## src/csw_pkg.sv

```systemverilog
// Shared types and constants for the counting semaphore wait engine.
package csw_pkg;

   localparam int NUM_SEMS_DEF  = 16;
   localparam int NUM_PRIOS_DEF = 16;

   localparam int ACTION_W = 2;
   localparam int ID_W     = 4;
   localparam int PRIO_W   = 4;
   localparam int INIT_W   = 15;
   localparam int STATUS_W = 3;
   localparam int COUNT_W  = 16;

   localparam logic [COUNT_W-1:0] COUNT_MAX = 16'hFFFF;

   typedef enum logic [ACTION_W-1:0] {
      ACT_CREATE  = 2'd0,
      ACT_PEND    = 2'd1,
      ACT_POST    = 2'd2,
      ACT_TIMEOUT = 2'd3
   } action_type;

   typedef enum logic [STATUS_W-1:0] {
      STS_OK         = 3'd0,
      STS_BLOCKED    = 3'd1,
      STS_WRONG_TYPE = 3'd2,
      STS_OVERFLOW   = 3'd3,
      STS_NO_FREE    = 3'd4,
      STS_TIMED_OUT  = 3'd5
   } status_type;

   typedef enum logic {
      ST_IDLE,
      ST_EXEC
   } state_type;

   typedef struct packed {
      action_type          action;
      logic                slot_ok;
      logic                create_ok;
      logic                prio_ok;
      logic [PRIO_W-1:0]   task_prio;
      logic [INIT_W-1:0]   init_count;
   } op_type;

   typedef struct packed {
      status_type          status;
      logic                woke_valid;
      logic [PRIO_W-1:0]   woke_prio;
      logic [COUNT_W-1:0]  count_now;
      logic                wr_en;
      logic [COUNT_W-1:0]  new_count;
   } upd_type;

endpackage

```

## src/csw_ram.sv

```systemverilog
// Generic single-port-write, single-port-read RAM with registered read data.
module csw_ram #(
   parameter int WIDTH = 8,
   parameter int DEPTH = 16
) (
   input  logic                     clock,
   input  logic                     wr_en,
   input  logic [$clog2(DEPTH)-1:0] wr_addr,
   input  logic [WIDTH-1:0]         wr_data,
   input  logic                     rd_en,
   input  logic [$clog2(DEPTH)-1:0] rd_addr,
   output logic [WIDTH-1:0]         rd_data
);

   logic [WIDTH-1:0] mem_ff [DEPTH];
   logic [WIDTH-1:0] rd_data_ff;

   always_ff @(posedge clock) begin
      if (wr_en) begin
         mem_ff[wr_addr] <= wr_data;
      end
      if (rd_en) begin
         rd_data_ff <= mem_ff[rd_addr];
      end
   end

   assign rd_data = rd_data_ff;

endmodule

```

## src/csw_update.sv

```systemverilog
// Read-modify-write logic for one semaphore entry: count and wait bitmap.
module csw_update #(
   parameter int NUM_PRIOS = csw_pkg::NUM_PRIOS_DEF
) (
   input  csw_pkg::op_type                 op,
   input  logic [csw_pkg::COUNT_W-1:0]     rd_count,
   input  logic [NUM_PRIOS-1:0]            rd_map,
   output csw_pkg::upd_type                upd,
   output logic [NUM_PRIOS-1:0]            new_map
);

   logic [NUM_PRIOS-1:0]          prio_mask;
   logic [NUM_PRIOS-1:0]          low_bit;
   logic [csw_pkg::PRIO_W-1:0]    low_idx;

   assign prio_mask = op.prio_ok ? (NUM_PRIOS'(1) << op.task_prio) : '0;
   // isolate lowest waiting priority
   assign low_bit   = rd_map & (~rd_map + NUM_PRIOS'(1));

   always_comb begin
      low_idx = '0;
      for (int i = 0; i < NUM_PRIOS; i++) begin
         if (low_bit[i]) begin
            low_idx = low_idx | csw_pkg::PRIO_W'(i);
         end
      end
   end

   always_comb begin
      upd            = '0;
      upd.status     = csw_pkg::STS_OK;
      upd.new_count  = rd_count;
      new_map        = rd_map;
      unique case (op.action)
         csw_pkg::ACT_CREATE: begin
            if (!op.create_ok) begin
               upd.status = csw_pkg::STS_NO_FREE;
            end else begin
               upd.wr_en     = 1'b1;
               upd.new_count = csw_pkg::COUNT_W'(op.init_count);
               new_map       = '0;
            end
         end
         csw_pkg::ACT_PEND: begin
            if (!op.slot_ok) begin
               upd.status = csw_pkg::STS_WRONG_TYPE;
            end else if (rd_count != '0) begin
               upd.wr_en     = 1'b1;
               upd.new_count = rd_count - csw_pkg::COUNT_W'(1);
            end else if (op.prio_ok) begin
               upd.wr_en  = 1'b1;
               new_map    = rd_map | prio_mask;
               upd.status = csw_pkg::STS_BLOCKED;
            end else begin
               upd.status = csw_pkg::STS_WRONG_TYPE;
            end
         end
         csw_pkg::ACT_POST: begin
            if (!op.slot_ok) begin
               upd.status = csw_pkg::STS_WRONG_TYPE;
            end else if (rd_map != '0) begin
               upd.wr_en      = 1'b1;
               new_map        = rd_map & ~low_bit;
               upd.woke_valid = 1'b1;
               upd.woke_prio  = low_idx;
            end else if (rd_count != csw_pkg::COUNT_MAX) begin
               upd.wr_en     = 1'b1;
               upd.new_count = rd_count + csw_pkg::COUNT_W'(1);
            end else begin
               upd.status = csw_pkg::STS_OVERFLOW;
            end
         end
         csw_pkg::ACT_TIMEOUT: begin
            if (!op.slot_ok) begin
               upd.status = csw_pkg::STS_WRONG_TYPE;
            end else begin
               upd.wr_en  = 1'b1;
               new_map    = rd_map & ~prio_mask;
               upd.status = csw_pkg::STS_TIMED_OUT;
            end
         end
         default: begin
            upd.status = csw_pkg::STS_WRONG_TYPE;
         end
      endcase
      if (upd.status == csw_pkg::STS_WRONG_TYPE || upd.status == csw_pkg::STS_NO_FREE) begin
         upd.count_now = '0;
      end else begin
         upd.count_now = upd.new_count;
      end
   end

endmodule

```

## src/counting_semaphore_wait_engine_unit.sv

```systemverilog
// Top level of the counting semaphore wait engine: control, slot allocation, result beat.
//
// One request beat is taken when start is high and busy is low. The addressed
// semaphore entry (count and wait bitmap) is read from the entry RAM at that
// edge, updated and written back in the next cycle, and the result beat is
// driven with rsp_valid high for exactly one cycle after that; the receiver
// cannot stall it, so it must take every beat. busy is high for the one cycle
// of the update, so the next request is taken only once it is done, set by the
// read-then-write of the single entry RAM. Slots are allocated in index order
// and never freed, so a slot counts as created when it lies below the
// allocation pointer; no clearing pass is needed after reset.
module counting_semaphore_wait_engine_unit #(
   parameter int NUM_SEMS  = csw_pkg::NUM_SEMS_DEF,
   parameter int NUM_PRIOS = csw_pkg::NUM_PRIOS_DEF
) (
   input  logic                          clock,
   input  logic                          reset,
   input  logic                          start,
   output logic                          busy,
   input  logic [csw_pkg::ACTION_W-1:0]  req_action,
   input  logic [csw_pkg::ID_W-1:0]      req_sem_id,
   input  logic [csw_pkg::PRIO_W-1:0]    req_task_prio,
   input  logic [csw_pkg::INIT_W-1:0]    req_init_count,
   output logic                          rsp_valid,
   output logic [csw_pkg::STATUS_W-1:0]  rsp_status,
   output logic [csw_pkg::ID_W-1:0]      rsp_new_sem,
   output logic                          rsp_woke_valid,
   output logic [csw_pkg::PRIO_W-1:0]    rsp_woke_prio,
   output logic [csw_pkg::COUNT_W-1:0]   rsp_count_now
);

   localparam int ADDR_W      = $clog2(NUM_SEMS);
   localparam int NF_W        = $clog2(NUM_SEMS + 1);
   localparam int CMP_W       = NF_W + csw_pkg::ID_W;
   localparam int PRIO_CMP_W  = $clog2(NUM_PRIOS) + csw_pkg::PRIO_W + 1;
   localparam int WORD_W      = csw_pkg::COUNT_W + NUM_PRIOS;

   csw_pkg::state_type     state_ff, state_in;
   logic [NF_W-1:0]        next_free_ff, next_free_in;
   csw_pkg::op_type        op_ff, op_in;
   logic [ADDR_W-1:0]      addr_ff, addr_in;

   logic                           rsp_valid_ff;
   logic [csw_pkg::STATUS_W-1:0]   rsp_status_ff;
   logic [csw_pkg::ID_W-1:0]       rsp_new_sem_ff;
   logic                           rsp_woke_valid_ff;
   logic [csw_pkg::PRIO_W-1:0]     rsp_woke_prio_ff;
   logic [csw_pkg::COUNT_W-1:0]    rsp_count_now_ff;

   logic                   accept;
   logic                   exec;
   logic [CMP_W-1:0]       id_wide;
   logic [CMP_W-1:0]       nf_wide;
   logic [WORD_W-1:0]      rd_word;
   logic [WORD_W-1:0]      wr_word;
   logic [NUM_PRIOS-1:0]   new_map;
   csw_pkg::upd_type       upd;
   logic                   alloc;

   // control
   always_ff @(posedge clock) begin
      if (reset) begin
         state_ff <= csw_pkg::ST_IDLE;
      end else begin
         state_ff <= state_in;
      end
   end

   always_comb begin
      state_in = state_ff;
      busy     = 1'b0;
      exec     = 1'b0;
      unique case (state_ff)
         csw_pkg::ST_IDLE: begin
            if (start) begin
               state_in = csw_pkg::ST_EXEC;
            end
         end
         csw_pkg::ST_EXEC: begin
            busy     = 1'b1;
            exec     = 1'b1;
            state_in = csw_pkg::ST_IDLE;
         end
         default: begin
            state_in = csw_pkg::ST_IDLE;
         end
      endcase
   end

   assign accept = start && !busy;

   // request decode
   assign id_wide = CMP_W'(req_sem_id);
   assign nf_wide = CMP_W'(next_free_ff);

   always_comb begin
      op_in.action     = csw_pkg::action_type'(req_action);
      op_in.slot_ok    = id_wide < nf_wide;
      op_in.create_ok  = nf_wide < CMP_W'(NUM_SEMS);
      op_in.prio_ok    = PRIO_CMP_W'(req_task_prio) < PRIO_CMP_W'(NUM_PRIOS);
      op_in.task_prio  = req_task_prio;
      op_in.init_count = req_init_count;
      if (op_in.action == csw_pkg::ACT_CREATE) begin
         addr_in = nf_wide[ADDR_W-1:0];
      end else begin
         addr_in = id_wide[ADDR_W-1:0];
      end
   end

   always_ff @(posedge clock) begin
      if (accept) begin
         op_ff   <= op_in;
         addr_ff <= addr_in;
      end
   end

   // entry storage: {wait bitmap, count}
   csw_ram #(
      .WIDTH (WORD_W),
      .DEPTH (NUM_SEMS)
   ) u_entry_ram (
      .clock   (clock),
      .wr_en   (exec && upd.wr_en),
      .wr_addr (addr_ff),
      .wr_data (wr_word),
      .rd_en   (accept),
      .rd_addr (addr_in),
      .rd_data (rd_word)
   );

   csw_update #(
      .NUM_PRIOS (NUM_PRIOS)
   ) u_update (
      .op       (op_ff),
      .rd_count (rd_word[csw_pkg::COUNT_W-1:0]),
      .rd_map   (rd_word[csw_pkg::COUNT_W +: NUM_PRIOS]),
      .upd      (upd),
      .new_map  (new_map)
   );

   assign wr_word = {new_map, upd.new_count};

   // slot allocation
   assign alloc = exec && (op_ff.action == csw_pkg::ACT_CREATE) && op_ff.create_ok;

   always_comb begin
      next_free_in = next_free_ff;
      if (alloc) begin
         next_free_in = next_free_ff + NF_W'(1);
      end
   end

   always_ff @(posedge clock) begin
      if (reset) begin
         next_free_ff <= '0;
      end else begin
         next_free_ff <= next_free_in;
      end
   end

   // result beat
   always_ff @(posedge clock) begin
      if (reset) begin
         rsp_valid_ff <= 1'b0;
      end else begin
         rsp_valid_ff <= exec;
      end
   end

   always_ff @(posedge clock) begin
      if (exec) begin
         rsp_status_ff     <= upd.status;
         rsp_new_sem_ff    <= alloc ? nf_wide[csw_pkg::ID_W-1:0] : '0;
         rsp_woke_valid_ff <= upd.woke_valid;
         rsp_woke_prio_ff  <= upd.woke_prio;
         rsp_count_now_ff  <= upd.count_now;
      end
   end

   assign rsp_valid      = rsp_valid_ff;
   assign rsp_status     = rsp_status_ff;
   assign rsp_new_sem    = rsp_new_sem_ff;
   assign rsp_woke_valid = rsp_woke_valid_ff;
   assign rsp_woke_prio  = rsp_woke_prio_ff;
   assign rsp_count_now  = rsp_count_now_ff;

endmodule
```

## config.mk

```make
export PLATFORM = sky130hd
export DESIGN_NAME = counting_semaphore_wait_engine_unit
export DESIGN_NICKNAME = d
export VERILOG_FILES = /design/src/csw_pkg.sv /design/src/csw_ram.sv /design/src/csw_update.sv /design/src/counting_semaphore_wait_engine_unit.sv
export SDC_FILE = /design/constraint.sdc
export NUM_CORES = 1
export LEC_CHECK = 0
export ABC_CLOCK_PERIOD_IN_PS = 7400
export BUFFER_PORTS_ARGS = -buffer_cell sky130_fd_sc_hd__clkbuf_2
export CORE_MARGIN = 2
export CORE_UTILIZATION = 35
export DETAILED_ROUTE_END_ITERATION = 7
export PLACE_DENSITY_LB_ADDON = 0.08
export SETUP_SLACK_MARGIN = 0.4
export SKIP_LAST_GASP = 1
export SLEW_MARGIN = 40
export SYNTH_ARGS = -nofsm -noshare
export SYNTH_HDL_FRONTEND = slang
export SYNTH_SLANG_ARGS = --single-unit
export TNS_END_PERCENT = 50
```

## constraint.sdc

```tcl
create_clock -name clock -period 7.4 [get_ports clock]
set_input_delay 1.11 -clock clock [delete_from_list [all_inputs] [get_ports clock]]
set_output_delay 1.11 -clock clock [all_outputs]
set_load 0.05 [all_outputs]
```

==> flow_summary.toml <==
[run_status]
status = "finished, final reports clean"

[detailed_routing]
wl_met1_mm = 36.60
via_count = 17240
met3_wirelength_mm = 3.599
antenna_left = 0
wl_met2_mm = 37.02
drt-initial-drc-count = 1631
viasPerCell = 5.609
drt-pass1-iter-count = 7
drc = 0
wl_per_cell_um = 25.65
drt_wl_total_mm = 78.83
dr.max_layer_used = "met4"

[power]
p_leak_nw = 9.815
peakVddDrop_v = 0.0001712
p_per_area_nw_per_um2 = 266.9

[timing]
finalHoldViolations = 0
fin_crit_sh_pct = 55.55
fin_skew_ns = 0.01811
fin_crit_ns = 4.111
finalSetupTns_ns = 0
finalSetupViolCount = 0
slew_viol_final = 0
worstMarginPinSlew_ns = 0.7995
slew_headroom_pct = 46.57
setup_slack_ns = 3.289
max_freq_mhz = 243.3
rsz0062_at_grt = "false"

[die]
dieArea_um2 = 75810
coreArea_um2 = 72960
start_util_pct = 35.32
io_pins = 58
die_x_um = 275.3
rows = 99
die_y_um = 275.3

[synth]
synth_ff_type = "edfxtp_1"
synth_edf_count = 599
ys_types = 82
synth-seq-area-share_pct = 70.35
syn_avg_cell_area_um2 = 12.79
synth_warnings = 0
syn_nets = 2048
syn-cell-area_um2 = 25770
syn_inst = 2014
yosys_register_bits = 606
async_flop_share_pct = 0

[final_layout]
final_common_cell = "edfxtp_1"
num-fill-cells = 6870
register_area_um2 = 18130
fin_nets = 2094
syn_to_final_growth_pct = 14.70
multi_input_area_um2 = 7171
fin_cells = 3073
final_cell_mix = "edfxtp_1 (599), nand2_1 (423), nand3_1 (146)"
fin_util_pct = 40.51
design_area_um2 = 29550
drive_gt1_share_pct = 13.22

[min_path]
hold_class = "flip-flop to flip-flop"

[job]
maxCapViolations = 0

[place]
dp_cells = 2948
place_hpwl_mm = 42.53
io_buffers = 57
place_congestion = 0.9041
placed_area_um2 = 27350
place_ws_ns = 2.800

[clock_tree]
hold_buffers = 0
insertion_delay_ns = 0.60
post_cts_buffers = 0
cts_buffers = 67
path_clk_slew_ns = 0.06
cts.sinks = 606
htreeDepth = 3
clock_tree.root_cell = "clkbuf_16"
cts_resized = 0
cts_buffer_depth = 3
cts_tree = "done"

[setup_path]
cp-end-kind = "flip-flop"
required_ns = 7.65
worstPathArrival_ns = 4.36
rrSetupSlack_ns = 3.29
r2r_start = "u_entry_ram.rd_data[8]"
worstRegToRegCells = 7
crit_end = "u_entry_ram.mem_ff[7][10]"
startpoint_type = "flip-flop"
r2r_end = "u_entry_ram.mem_ff[7][10]"
crit_fanout = 19
critPathLaunch = "u_entry_ram.rd_data[8]"
path_class = "flip-flop to flip-flop"

[global_routing]
grt_first_pass_wirelength_mm = 114.7
globalRouteOverflowTotal = 0
grt_pass1_vias = 16570
grt_max_degree = 130
antenna_found_initial = 2
grt_use_total_pct = 20.70
## synthesized netlist by cell type (4+ instances only)
cell | n | share of area [%]
or2_2 | 9 | 0.22
nor2b_1 | 10 | 0.24
nand2_1 | 423 | 6.2
a31oi_1 | 43 | 1.0
inv_1 | 19 | 0.28
a311oi_1 | 96 | 3.3
ha_1 | 6 | 0.29
dfxtp_1 | 7 | 0.54
nor4_4 | 4 | 0.33
a21oi_1 | 63 | 1.2
and3_1 | 69 | 1.7
a211oi_1 | 72 | 2.1
nor2_1 | 57 | 0.83
or3_1 | 11 | 0.27
and2_1 | 14 | 0.34
nand4_1 | 10 | 0.24
o211ai_1 | 4 | 0.12
o31ai_1 | 9 | 0.26
clkbuf_1 | 107 | 1.6
buf_2 | 29 | 0.56
o21ai_0 | 56 | 1.1
buf_1 | 4 | 0.058
edfxtp_1 | 599 | 70
nor4_1 | 16 | 0.39
mux2i_1 | 6 | 0.23
nand3_1 | 146 | 2.8
xnor2_1 | 4 | 0.14
nor3_1 | 28 | 0.54
nand2b_1 | 12 | 0.29
## state kept, by name, indices dropped and copies added (netlist names)
register             cells
state_ff                 1
addr_ff                  4
u_entry_ram.mem_ff     512
op_ff                   23
rsp_woke_valid           1
rsp_status               3
rsp_valid                1
u_entry_ram.rd_data     32
rsp_count_now           16
rsp_new_sem              4
next_free_ff             5
rsp_woke_prio            4
## how the worst min path moves through the flow
| stage | from | endpoint | cells after the start |
|---|---|---|---|
| 2_1_floorplan | next_free_ff[4] | op_ff[20] | 1 |
| 3_3_place_gp | next_free_ff[4] | op_ff[20] | 1 |
| 3_5_place_dp | next_free_ff[4] | op_ff[20] | 1 |
| 4_1_cts | next_free_ff[4] | op_ff[20] | 1 |
| 5_1_grt | next_free_ff[4] | op_ff[20] | 1 |
| 6_report | next_free_ff[4] | op_ff[20] | 1 |
## critical path, stage by stage, from the launching register on
cell      delay, ns
edfxtp_1       0.67
nand4_1        0.41
nor4_1         0.15
and2_1         0.17
o311ai_1       0.51
nand4b_1       0.52
nor2_4         0.78
buf_4          0.49
## per-layer routing
layer,GRT usage [%],vias to the layer above
li1,-,7825
met1,29.23,8807
met2,33.70,495
met3,2.540,109
met4,5.747,0
met5,0,-
## kinds of logic after synthesis
logic type               share of synthesized area (%)
AND/OR/NAND/NOR                                  15.26
flip-flops                                       70.35
adder cells (fa/ha/maj)                         0.2913
multiplexers                                    0.3642
AO/OA/AOI/OAI                                    10.88
XOR/XNOR                                        0.2379
buffers and inverters                            2.617
## stage by stage
stage	total power, mW	hold slack (ns)
floorplan	4.413	0.4650
global route	8.173	0.5495
finish	7.888	0.5131
detailed placement	4.685	0.5072
global placement	4.678	0.5013
CTS	7.978	0.5203
## power breakdown
part | switching (mW) | leakage (nW) | internal [mW]
registers | 0.0698 | 5.52 | 3.89
clock network | 1.34 | 1.05 | 1.93
logic | 0.482 | 3.25 | 0.175
## cell type report
| type | count | share of cell area, % |
|---|---|---|
| Clock inverter | 35 | 1.177 |
| Antenna cell | 3 | 0.02540 |
| Multi-Input combinational cell | 1243 | 24.26 |
| Inverter | 21 | 0.3090 |
| Tap cell | 959 | 4.060 |
| Clock buffer | 85 | 6.045 |
| Timing Repair Buffer | 121 | 2.781 |
| Sequential cell | 606 | 61.34 |
Power figures use the tool's default switching activity.
